$ cat src/design/open_address_hash_table_core_macros.svh
// assertion macros for the open address hash table core
`ifndef OPEN_ADDRESS_HASH_TABLE_CORE_MACROS_SVH
`define OPEN_ADDRESS_HASH_TABLE_CORE_MACROS_SVH
`ifndef SYNTHESIS
// same-cycle implication
`define OAHT_ASSERT_NOW(lbl, clk, rst, ante, cons, msg) \
   lbl: assert property (@(posedge clk) disable iff (rst) (ante) |-> (cons)) \
      else $error(msg);
// next-cycle implication
`define OAHT_ASSERT_NEXT(lbl, clk, rst, ante, cons, msg) \
   lbl: assert property (@(posedge clk) disable iff (rst) (ante) |=> (cons)) \
      else $error(msg);
`else
`define OAHT_ASSERT_NOW(lbl, clk, rst, ante, cons, msg)
`define OAHT_ASSERT_NEXT(lbl, clk, rst, ante, cons, msg)
`endif
`endif

$ cat src/design/oaht_pkg.sv
// shared types and constants of the open address hash table
`default_nettype none
package oaht_pkg;
   localparam int KEY_W      = 64;
   localparam int LEN_W      = 4;
   localparam int VALUE_W    = 32;
   localparam int HASH_W     = 32;
   localparam int STATUS_W   = 3;
   localparam int CMD_W      = 2;
   localparam int SLOT_W     = 8;
   localparam int BYTE_W     = 8;
   localparam int KEY_MAX_BYTES = KEY_W / BYTE_W;
   localparam int BYTE_IDX_W = $clog2(KEY_MAX_BYTES);

   localparam logic [HASH_W-1:0] HASH_SEED = 32'd6251;
   localparam int HASH_SHIFT  = 5;
   localparam int PROBE_LIMIT = 500;
   localparam int STEP_W      = $clog2(PROBE_LIMIT);

   // remainder unit: bits folded per cycle
   localparam int RED_BITS   = 4;
   localparam int RED_ROUNDS = HASH_W / RED_BITS;
   localparam int RED_CNT_W  = $clog2(RED_ROUNDS);

   localparam logic [CMD_W-1:0] CMD_INSERT = 2'd0;
   localparam logic [CMD_W-1:0] CMD_LOOKUP = 2'd1;
   localparam logic [CMD_W-1:0] CMD_DELETE = 2'd2;

   localparam logic [STATUS_W-1:0] ST_INSERTED  = 3'd0;
   localparam logic [STATUS_W-1:0] ST_UPDATED   = 3'd1;
   localparam logic [STATUS_W-1:0] ST_FOUND     = 3'd2;
   localparam logic [STATUS_W-1:0] ST_DELETED   = 3'd3;
   localparam logic [STATUS_W-1:0] ST_NOT_FOUND = 3'd4;
   localparam logic [STATUS_W-1:0] ST_FULL      = 3'd5;

   typedef struct packed {
      logic                in_use;
      logic                alive;
      logic [HASH_W-1:0]   hash;
      logic [LEN_W-1:0]    key_len;
      logic [KEY_W-1:0]    key;
      logic [VALUE_W-1:0]  value;
   } slot_rec_type;

   typedef enum logic [1:0] {
      HS_IDLE,
      HS_BYTES,
      HS_REDUCE
   } hash_state_type;

   typedef enum logic [2:0] {
      CS_CLEAR,
      CS_IDLE,
      CS_HASH,
      CS_CHECK,
      CS_REPLY
   } core_state_type;
endpackage
`default_nettype wire

$ cat src/design/oaht_hash.sv
// byte-serial key hash and home slot remainder unit
`default_nettype none
module oaht_hash #(
   parameter int CAPACITY = 256,
   parameter int IDX_W    = $clog2(CAPACITY)
) (
   input  logic                          clock,
   input  logic                          reset,
   input  logic                          start,
   input  logic [oaht_pkg::KEY_W-1:0]    key,
   input  logic [oaht_pkg::LEN_W-1:0]    key_len,
   output logic                          done,
   output logic [oaht_pkg::HASH_W-1:0]   hash,
   output logic [IDX_W-1:0]              home
);
   import oaht_pkg::*;

   localparam bit IS_POW2 = (CAPACITY & (CAPACITY - 1)) == 0;
   localparam logic [IDX_W:0] CAP_R = (IDX_W + 1)'(CAPACITY);
   localparam logic [RED_CNT_W-1:0] RED_LAST = RED_CNT_W'(RED_ROUNDS - 1);

   hash_state_type          state_ff, state_in;
   logic [KEY_W-1:0]        key_ff, key_in;
   logic [LEN_W-1:0]        len_ff, len_in;
   logic [LEN_W-1:0]        cnt_ff, cnt_in;
   logic [HASH_W-1:0]       h_ff, h_in;
   logic [HASH_W-1:0]       sh_ff, sh_in;
   logic [IDX_W:0]          rem_ff, rem_in;
   logic [RED_CNT_W-1:0]    red_ff, red_in;
   logic                    done_ff, done_in;
   logic [BYTE_W-1:0]       cur_byte;
   logic [IDX_W:0]          rem_v;
   logic [HASH_W-1:0]       sh_v;

   assign cur_byte = key_ff[{cnt_ff[BYTE_IDX_W-1:0], 3'b000} +: BYTE_W];

   // restoring remainder, RED_BITS bits per cycle
   always_comb begin
      rem_v = rem_ff;
      sh_v  = sh_ff;
      for (int i = 0; i < RED_BITS; i++) begin
         rem_v = {rem_v[IDX_W-1:0], sh_v[HASH_W-1]};
         sh_v  = sh_v << 1;
         if (rem_v >= CAP_R) begin
            rem_v = rem_v - CAP_R;
         end
      end
   end

   always_comb begin
      state_in = state_ff;
      key_in   = key_ff;
      len_in   = len_ff;
      cnt_in   = cnt_ff;
      h_in     = h_ff;
      sh_in    = sh_ff;
      rem_in   = rem_ff;
      red_in   = red_ff;
      done_in  = 1'b0;
      case (state_ff)
         HS_IDLE: begin
            if (start) begin
               key_in   = key;
               len_in   = key_len;
               cnt_in   = '0;
               h_in     = HASH_SEED;
               state_in = HS_BYTES;
            end
         end
         HS_BYTES: begin
            if (cnt_ff == len_ff) begin
               if (IS_POW2) begin
                  done_in  = 1'b1;
                  state_in = HS_IDLE;
               end else begin
                  sh_in    = h_ff;
                  rem_in   = '0;
                  red_in   = '0;
                  state_in = HS_REDUCE;
               end
            end else begin
               h_in   = (h_ff << HASH_SHIFT) + HASH_W'(cur_byte);
               cnt_in = cnt_ff + LEN_W'(1);
            end
         end
         HS_REDUCE: begin
            rem_in = rem_v;
            sh_in  = sh_v;
            red_in = red_ff + RED_CNT_W'(1);
            if (red_ff == RED_LAST) begin
               done_in  = 1'b1;
               state_in = HS_IDLE;
            end
         end
         default: begin
            state_in = HS_IDLE;
         end
      endcase
   end

   always_ff @(posedge clock) begin
      if (reset) begin
         state_ff <= HS_IDLE;
         done_ff  <= 1'b0;
      end else begin
         state_ff <= state_in;
         done_ff  <= done_in;
      end
      key_ff <= key_in;
      len_ff <= len_in;
      cnt_ff <= cnt_in;
      h_ff   <= h_in;
      sh_ff  <= sh_in;
      rem_ff <= rem_in;
      red_ff <= red_in;
   end

   assign done = done_ff;
   assign hash = h_ff;
   assign home = IS_POW2 ? h_ff[IDX_W-1:0] : rem_ff[IDX_W-1:0];
endmodule
`default_nettype wire

$ cat config.mk
export PLATFORM = sky130hd
export DESIGN_NAME = oaht_hash
export DESIGN_NICKNAME = d
export VERILOG_FILES = /design/src/design/open_address_hash_table_core_macros.svh /design/src/design/oaht_pkg.sv /design/src/design/oaht_hash.sv
export SDC_FILE = /design/constraint.sdc
export NUM_CORES = 1
export LEC_CHECK = 0
export BUFFER_PORTS_ARGS = -buffer_cell sky130_fd_sc_hd__buf_2
export CAP_MARGIN = 30
export CORE_MARGIN = 2
export CORE_UTILIZATION = 41
export CTS_CLUSTER_DIAMETER = 150
export CTS_CLUSTER_SIZE = 12
export DETAILED_ROUTE_END_ITERATION = 16
export PLACE_DENSITY_LB_ADDON = 0.2
export SLEW_MARGIN = 0
export SYNTH_ARGS = -nofsm -noshare
export SYNTH_HDL_FRONTEND = slang
export SYNTH_SLANG_ARGS = --single-unit
$ cat constraint.sdc
create_clock -name clock -period 9.5 [get_ports clock]
set_clock_uncertainty 0.15 [all_clocks]
set_input_delay 1.425 -clock clock [delete_from_list [all_inputs] [get_ports clock]]
set_output_delay 1.425 -clock clock [all_outputs]
set_load 0.01 [all_outputs]
==> reports/results.txt, run 1 <==
CP arrival = 3.86 ns
max frequency = 0.263 GHz
DR WL met2 = 4300 um
status = complete, no violations
initial drt markers = 150
critical path launch point type = flop
CP Max Fanout = 19
yosys warns = 0
highest metal used = met4
M1 WL = 3800 um
Worst-path clk slew = 0.11 ns
Req. time, crit path = 9.56 ns
residual DRC count = 0
Yosys reg bits = 106
ANT cells = 0
fin. max-slew vios = 0
fin area = 5430 sq um
Cell variety after synth = 44
via count = 2798
Simple-Gate Fraction of Synth Area = 8.29%
setup bufs post-CTS = 0
CTS buffer count = 9
Max Root-Sink Buffers = 2
PostCTS Resize Cnt = 0
Slew headroom = 43.6%
port bufs = 111
Routed Antenna Nets = 0
placed cells = 522
grt ovf = 0
WL per Instance = 16.1 um
core area = 10900 sq um
top post-synthesis cells by area = edfxtp_1, mux4_2, xnor2_1, a21oi_1, mux2i_1
DR WL met3 = 504 um
Post-DP HPWL = 6080 um
Clock Tree Root = clkbuf_8
final WL = 8680 um
clock period minus worst slack = 3.81 ns
vias in the first global route = 2818
first-pass GRT wire length = 13900 um
Syn Inst Count = 287
Power Density = 193 nW/um^2
area share of fa/ha/maj cells after synthesis = 1.53%
hold buffer count at cts = 0
CTS tree = done
slew at the pin with the worst max-slew slack = 0.845 ns
Final nets = 469
worst skew pair latency = 0.36 ns
HP Class = reg2reg
FFs w/ async S/R, synth = 0%
die footprint = 12000 sq um
Synth Area in XOR/XNOR = 3.06%
Setup CP Type = reg2reg
synth-to-layout area growth = 18.3%
Worst setup EP type = flop
largest family of logic cells by synthesized area = multiplexers
H-tree Lvls = 3
Final Total Pwr = 0.00104 W
Overall Global Routing Usage = 15.3%
Lkg Pwr = 1.98 nW
setup_tns = 0 ns
num rows = 38
post-synthesis compound-gate area fraction = 5.37%
Synth Net Count = 363
area share of the largest cell type after synthesis = 68.1%
sequential fraction of the synthesis area = 69.0%
Vias/cell = 5.20
Sink Count = 106
Final Non-Filler Cells = 538
footprint of the multi-input gates = 1300 sq um
GP Congestion = 0.773
dpl cell area = 5240 sq um
area leader, netlist = edfxtp_1
synthesized area per cell = 16.0 sq um
final-report hold violation count = 0
Synth Cell Area = 4590 sq um
number of filler cells placed in the layout = 942
Final setup viols = 0
First-pass DRT Iterations = 4
Worst IR Drop VDD = 89.9 uV
Horiz. Die Dim = 110 um
Post-synth EDFFs = 104
largest net degree at the start of global routing = 70
post-synthesis mux area share = 9.87%
unrepaired setup endpoints after global routing = false
IO Count = 112
starting density of the core = 42.1%
initial antenna violation count = 0
share of cells above drive strength 1 = 38.4%
Main synth FF type = edfxtp_1
fin crit share = 40.1%
Die Ht = 110 um
number of max-cap violations = 0
register area = 3160 sq um
report_power, final:
group	switching, W	internal [W]
Clock	0.000162	0.000102
Sequential	0.0000395	0.000567
Combinational	0.0000912	0.0000834
layout by cell type (no fill, tap or decap), types with 2 or more instances in the layout:
cell type	count
buf_2	111
edfxtp_1	104
mux4_2	16
nand2_1	14
a21oi_1	14
nor2_1	13
xnor2_1	12
nand3_1	9
o21ai_0	9
clkbuf_8	9
mux2i_1	7
or3_1	7
inv_1	6
nand4_1	5
o31ai_1	5
or4_1	5
xor2_1	4
ha_1	4
a211oi_1	3
and4_1	3
clkinv_4	3
buf_4	3
mux2_2	2
nand2b_1	2
o2111ai_1	2
nor2b_1	2
nor3_1	2
inv_8	2
dfxtp_1	2
synthesized netlist by cell type (all sizes together) (2+ instances only):
master   instances
o2111ai          2
xnor2           12
nand2b           2
a21oi           15
buf             13
xor2             4
nand3           10
o21ai            9
nand2           14
mux2i            7
dfxtp            2
or4              5
and4             4
nor3             2
a211oi           3
o31ai            5
clkbuf           6
or3              7
nand4            5
inv              7
edfxtp         104
nor2b            3
ha               4
mux2             2
mux4            16
nor2            13
worst max-delay path: stages (launching register included):
cell and delay, ns:
edfxtp_1 0.91, mux4_2 0.35, mux2_2 0.16, ha_1 0.18, inv_1 0.06, fa_1 0.37
and2b_1 0.31, o2111ai_1 0.41, or4_1 0.61, a21oi_1 0.15
per-layer routing:
layer / vias up / global-route usage [%]
met2: 96 / 25.2
met3: 8 / 3.97
met5: - / 0
met1: 1360 / 20.2
met4: 0 / 4.34
li1: 1334 / -
cell type report:
class / count / share of cell area [%]
timing repair buffer: 114 / 10.7
tap: 140 / 3.23
multi-input combinational: 155 / 23.9
clock buffer: 10 / 2.35
inverter: 7 / 0.484
clock inverter: 6 / 1.06
sequential: 106 / 58.3
through the flow:
stage | hold WS, ns | utilization (%) | worst slack, ns
after global routing | 0.510 | 49.8 | 5.34
after global placement | 0.440 | 48.1 | 5.77
final | 0.457 | 49.8 | 5.69
after CTS | 0.468 | 49.8 | 5.63
after floorplan | 0.389 | - | 3.63
after detailed placement | 0.437 | 48.1 | 5.65
logic make-up (layout without fill, tap and decap cells):
kind of cell	count (synthesis)	count (layout)
XOR/XNOR	16	16
adder cells (fa/ha/maj)	5	5
AND/OR/NAND/NOR	70	70
flip-flops	106	106
buffers and inverters	26	137
multiplexers	25	25
AO/OA/AOI/OAI	39	39
state kept, by name, indices dropped and copies added (netlist names):
signal	count
cnt_ff	4
done	1
hash	32
key_ff	64
len_ff	4
state_ff	1
path summary, 6_finish.rpt:
path | start | end | slack [ns] | depth (start not counted)
max | cnt_ff[1] | hash[31] | 5.69 | 9
max reg2reg | cnt_ff[1] | hash[31] | 5.69 | 9
min | len_ff[2] | done | 0.46 | 3
min reg2reg | len_ff[2] | done | 0.46 | 3
Power figures use the tool's default switching activity.
==> run 2: changes to the inputs <==
Clock period 9.5 ns to 3.8 ns, I/O delays scaled along.
==> run 2 against run 1 <==
  * Highest routed layer unchanged
  * Wire length increased by 2.3%
  * Combinational power increased to 2.6 times the previous value
  * Largest cell class unchanged
  * Critical path type unchanged
  * Register-to-register slack got worse by 5.4 ns
  * Clock-buffer cell count decreased by 1
  * Non-clock buffer count increased by 3
  * Final area increased by 0.37%
  * Via count increased by 1.6%
  * Worst hold slack got worse by 0.25 ns
  * Setup slack got worse by 5.4 ns
  * Die area unchanged
==> reports/results.txt, run 2 (synthesis gave the netlist of run 1 again) <==
Power Density = 481 nW/um^2 (+150%)
CP Cell Sequence = mux4_2, mux2_2, ha_1, nand3_2, a2111o_1, or4_1, a21oi_1
starting density of the core = 42.1% (unchanged)
WL per Instance = 16.4 um (+1.7%)
Worst setup EP type = flop
Worst IR Drop VDD = 220 uV (+150%)
Worst-path clk slew = 0.10 ns (about the same)
vias in the first global route = 2800 (-0.64%)
PostCTS Resize Cnt = 0 (unchanged)
fin. max-slew vios = 0 (unchanged)
Final setup viols = 0 (unchanged)
Max Root-Sink Buffers = 2 (unchanged)
Horiz. Die Dim = 110 um (unchanged)
Final Non-Filler Cells = 541 (+0.56%)
Final nets = 472 (+0.64%)
slew at the pin with the worst max-slew slack = 0.673 ns (-0.172 ns)
residual DRC count = 0 (unchanged)
setup_tns = 0 ns (unchanged)
R2R cell count = 7 (-2)
status = complete, no violations
number of max-cap violations = 0 (unchanged)
via count = 2842 (+1.6%)
First-pass DRT Iterations = 4 (unchanged)
first-pass GRT wire length = 14400 um (+3.6%)
Die Ht = 110 um (unchanged)
most common cell after layout, fill and taps aside = buf_2
CTS tree = done
worst reg2reg setup slack = 0.27 ns (-5.42 ns)
footprint of the multi-input gates = 1300 sq um (unchanged)
initial drt markers = 208 (+39%)
Fin Hold WS = 0.209 ns (-0.248 ns)
Worst Setup SP = cnt_ff[0]
CP arrival = 3.59 ns (-0.27 ns)
synth-to-layout area growth = 18.7%
HP Class = in2reg
fin crit share = 92.8% (+53 points)
Lkg Pwr = 1.98 nW (+0.31%)
most frequent cells in the layout = buf_2, edfxtp_1, mux4_2, nand2_1, a21oi_1
Slew headroom = 55.1% (+12 points)
Setup CP Type = reg2reg
Post-DP HPWL = 6340 um (+4.3%)
placed cells = 525 (+0.57%)
hold buffer count at cts = 0 (unchanged)
num rows = 38 (unchanged)
Routed Antenna Nets = 0 (unchanged)
critical path launch point type = flop
setup bufs post-CTS = 0 (unchanged)
ANT cells = 0 (unchanged)
Clock Tree Root = clkbuf_8
die footprint = 12000 sq um (unchanged)
register area = 3160 sq um (unchanged)
most flop-heavy register = key_ff
port bufs = 111 (unchanged)
RR Startpoint = cnt_ff[0]
max frequency = 0.284 GHz (+7.9%)
reg-to-reg endpoint = hash[28]
core area = 10900 sq um (unchanged)
final-report hold violation count = 0 (unchanged)
unrepaired setup endpoints after global routing = false
largest net degree at the start of global routing = 55 (-21%)
number of filler cells placed in the layout = 954 (+1.3%)
final WL = 8880 um (+2.3%)
CP Max Fanout = 10 (-9)
worst skew pair latency = 0.37 ns (about the same)
IO Count = 112 (unchanged)
Sink Count = 106 (unchanged)
CTS buffer count = 9 (unchanged)
share of cells above drive strength 1 = 39.2% (+0.71 points)
initial antenna violation count = 0 (unchanged)
grt ovf = 0 (unchanged)
slowest stage cell, crit path = edfxtp_1
GP Congestion = 0.789 (+2.0%)
H-tree Lvls = 3 (unchanged)
clock period minus worst slack = 3.53 ns (-0.278 ns)
Req. time, crit path = 3.86 ns (-5.70 ns)
crit path to = hash[28]
max reg flops = 64 (unchanged)
Vias/cell = 5.25 (+1.0%)
Overall Global Routing Usage = 16.1% (+0.79 points)
Worst path max stage delay = 0.70 ns (-0.21 ns)
[run 2: changes by cell type in the layout (fill, tap and decap cells not counted)]
| cell | previous run | this run |
|---|---|---|
| clkbuf_1 | 1 | 0 |
| inv_6 | 1 | 3 |
| clkinvlp_4 | 0 | 2 |
| clkinv_4 | 3 | 2 |
| inv_8 | 2 | 0 |
| buf_4 | 3 | 6 |
[run 2: worst min-delay path by stage]
stage               startpoint  cells past startpoint          end
finish                   reset                      2  state_ff[0]
global route           key[31]                      1   key_ff[31]
CTS                      reset                      2  state_ff[0]
detailed placement   len_ff[2]                      3         done
global placement     len_ff[1]                      3         done
floorplan            len_ff[2]                      3         done
[run 2: cell type report]
class,count,share of cell area (%)
clock buffers,9,2.27
clock inverters,7,1.08
inverters,7,0.483
multi-input cells,155,23.8
flip-flops and latches,106,58.1
well taps,140,3.22
repair buffers,117,11.0
[run 2: per-stage QoR]
| step | total power [W] | instance area (sq um) | utilization, % | setup slack, ns |
|---|---|---|---|---|
| CTS | 0.00265 | 5450 | 50.0 | 0.238 |
| global placement | 0.00199 | 5260 | 48.3 | 0.369 |
| finish | 0.00262 | 5450 | 50.0 | 0.273 |
| floorplan | 0.00183 | 4590 | - | 0.0253 |
| global route | 0.00276 | 5450 | 50.0 | 0.0520 |
| detailed placement | 0.00200 | 5260 | 48.3 | 0.251 |
[run 2: critical path: cells and delay by family, from the launching register on]
family	cells	cell delay, ns
muxes	2	0.85
DFF	1	0.70
AOI/OAI and AO/OA	2	0.69
adders and majority gates	1	0.37
and+or+nand+nor	2	0.61
[run 2: routing by layer]
layer | GRT usage [%] | wire length, um | vias up
li1 | - | - | 1346
met1 | 22.0 | 4050 | 1385
met2 | 25.4 | 4230 | 103
met3 | 2.90 | 483 | 8
met4 | 7.14 | 118 | 0
met5 | 0 | 0 | -
[run 2: power breakdown]
group | internal [W] | leakage [nW] | switching, W
registers | 0.00142 | 1.02 | 0.0000934
logic | 0.000213 | 0.873 | 0.000239
clock network | 0.000248 | 0.0868 | 0.000408
==> run 3: changes to the inputs <==
Settings changed: RECOVER_POWER set to 50.
==> run 3 against run 2 <==
  * Sequential share of layout area rose by 0.69 points
  * Sequential power barely moved
  * Global-route usage did not move
  * Via count fell by 0.11%
  * Critical endpoint unchanged
  * Clock power barely moved
  * Final cell count did not move
  * Combinational power fell by 3%
  * Fmax fell by 0.29%
==> reports/results.txt, run 3 (synthesis gave the netlist of run 1 again) <==
slew at the pin with the worst max-slew slack = 1.33 ns (+0.652 ns)
Setup CP Type = reg2reg
starting density of the core = 42.1% (unchanged)
worst reg2reg setup slack = 0.26 ns (about the same)
Routed Antenna Nets = 0 (unchanged)
Final setup viols = 0 (unchanged)
Worst setup EP type = flop
Worst IR Drop VDD = 220 uV (about the same)
Horiz. Die Dim = 110 um (unchanged)
GP Congestion = 0.789 (unchanged)
Sink Count = 106 (unchanged)
vias in the first global route = 2800 (unchanged)
status = complete, no violations
worst skew pair latency = 0.37 ns (about the same)
share of cells above drive strength 1 = 27.9% (-11 points)
met3 Use GR = 2.90% (unchanged)
unrepaired setup endpoints after global routing = false
fin crit share = 93.1% (+0.27 points)
WHS Path Cells = 2 (unchanged)
PostCTS Resize Cnt = 0 (unchanged)
first-pass GRT wire length = 14400 um (unchanged)
max frequency = 0.283 GHz (-0.29%)
final WL = 8940 um (+0.68%)
largest net degree at the start of global routing = 55 (unchanged)
num rows = 38 (unchanged)
R2R cell count = 7 (unchanged)
WL per Instance = 16.5 um (+0.68%)
RR Startpoint = cnt_ff[0]
critical path launch point type = flop
CP Max Fanout = 10 (unchanged)
CTS buffer count = 9 (unchanged)
final-report hold violation count = 0 (unchanged)
Lkg Pwr = 1.86 nW (-6.4%)
reg-to-reg endpoint = hash[28]
Worst path max stage delay = 0.70 ns (about the same)
synth-to-layout area growth = 17.3%
Die Ht = 110 um (unchanged)
Hold Path Origin = reset
Util after Layout = 49.4% (-0.59 points)
Req. time, crit path = 3.85 ns (about the same)
IO Count = 112 (unchanged)
Overall Global Routing Usage = 16.1% (unchanged)
residual DRC count = 0 (unchanged)
most common cell after layout, fill and taps aside = edfxtp_1
First-pass DRT Iterations = 4 (unchanged)
grt ovf = 0 (unchanged)
HP Class = in2reg
Max Root-Sink Buffers = 2 (unchanged)
number of filler cells placed in the layout = 978 (+2.5%)
busiest grt layer = met2
most flop-heavy register = key_ff
ANT cells = 0 (unchanged)
port bufs = 111 (unchanged)
Final nets = 472 (unchanged)
hold buffer count at cts = 0 (unchanged)
most frequent cells in the layout = edfxtp_1, buf_2, clkbuf_1, mux4_2
initial antenna violation count = 0 (unchanged)
global routing usage on met2 = 25.4% (unchanged)
initial drt markers = 191 (-8.2%)
H-tree Lvls = 3 (unchanged)
met1 Use GR = 22.0% (unchanged)
Post-DP HPWL = 6340 um (unchanged)
max reg flops = 64 (unchanged)
setup bufs post-CTS = 0 (unchanged)
Worst-path clk slew = 0.10 ns (about the same)
number of max-cap violations = 0 (unchanged)
clock period minus worst slack = 3.54 ns (+0.0102 ns)
Clock Tree Root = clkbuf_8
slowest stage cell, crit path = edfxtp_1
fin. max-slew vios = 0 (unchanged)
setup_tns = 0 ns (unchanged)
Worst Hold End = state_ff[0]
Slew headroom = 11.5% (-44 points)
core area = 10900 sq um (unchanged)
Power Density = 484 nW/um^2 (+0.67%)
via count = 2839 (-0.11%)
Vias/cell = 5.25 (-0.11%)
CTS tree = done
CP arrival = 3.59 ns (about the same)
die footprint = 12000 sq um (unchanged)
CP Cell Sequence = mux4_2, mux2_2, ha_1, nand3_2, a2111o_1, or4_1, a21oi_1
run 3: cell types whose count changed in the layout (fill, tap and decap cells not counted), sizes merged:
| cell | previous run | this run |
|---|---|---|
| buf | 117 | 74 |
| clkbuf | 9 | 52 |
run 3: worst max-delay path by stage:
stage | from | to | slack (ns) | cells after the start
final | cnt_ff[0] | hash[28] | 0.26 | 7
after global routing | cnt_ff[0] | hash[28] | 0.04 | 7
after CTS | cnt_ff[0] | hash[28] | 0.24 | 7
after detailed placement | cnt_ff[0] | hash[28] | 0.25 | 7
after global placement | cnt_ff[0] | hash[26] | 0.37 | 7
after floorplan | start | cnt_ff[0] | 0.03 | 2
run 3: metal layers:
metal | share of wire, % | vias up
li1 | - | 1345
met1 | 46 | 1391
met2 | 47 | 95
met3 | 5.3 | 8
met4 | 1.4 | 0
met5 | 0 | -
run 3: final cells by class:
cell class | instances | area, sq um | share of cell area (%)
clock inverter | 7 | 58.8 | 1.09
sequential | 106 | 3160 | 58.8
timing repair buffer | 117 | 544 | 10.1
multi-input combinational | 155 | 1290 | 24.0
tap | 140 | 175 | 3.26
inverter | 7 | 26.3 | 0.488
clock buffer | 9 | 124 | 2.30
run 3: per-stage QoR:
step / power [W] / instances / cell area (sq um) / hold slack, ns / setup slack (ns)
floorplan: 0.00183 / 287 / 4590 / 0.389 / 0.0253
global placement: 0.00199 / 525 / 5260 / 0.437 / 0.369
detailed placement: 0.00200 / 525 / 5260 / 0.448 / 0.251
CTS: 0.00265 / 541 / 5450 / 0.181 / 0.238
global route: 0.00275 / 541 / 5380 / 0.191 / 0.0396
finish: 0.00260 / 541 / 5380 / 0.207 / 0.263
run 3: critical path: cells and delay by family (launching register included):
kind	cells	cell delay [ns]
flops	1	0.70
simple gates	2	0.61
compound gates	2	0.70
mux	2	0.85
fa+ha+maj	1	0.36
run 3: where the power goes:
| group | switching [W] | internal, W |
|---|---|---|
| clock | 0.000408 | 0.000248 |
| combinational | 0.000239 | 0.000196 |
| sequential | 0.0000946 | 0.00142 |
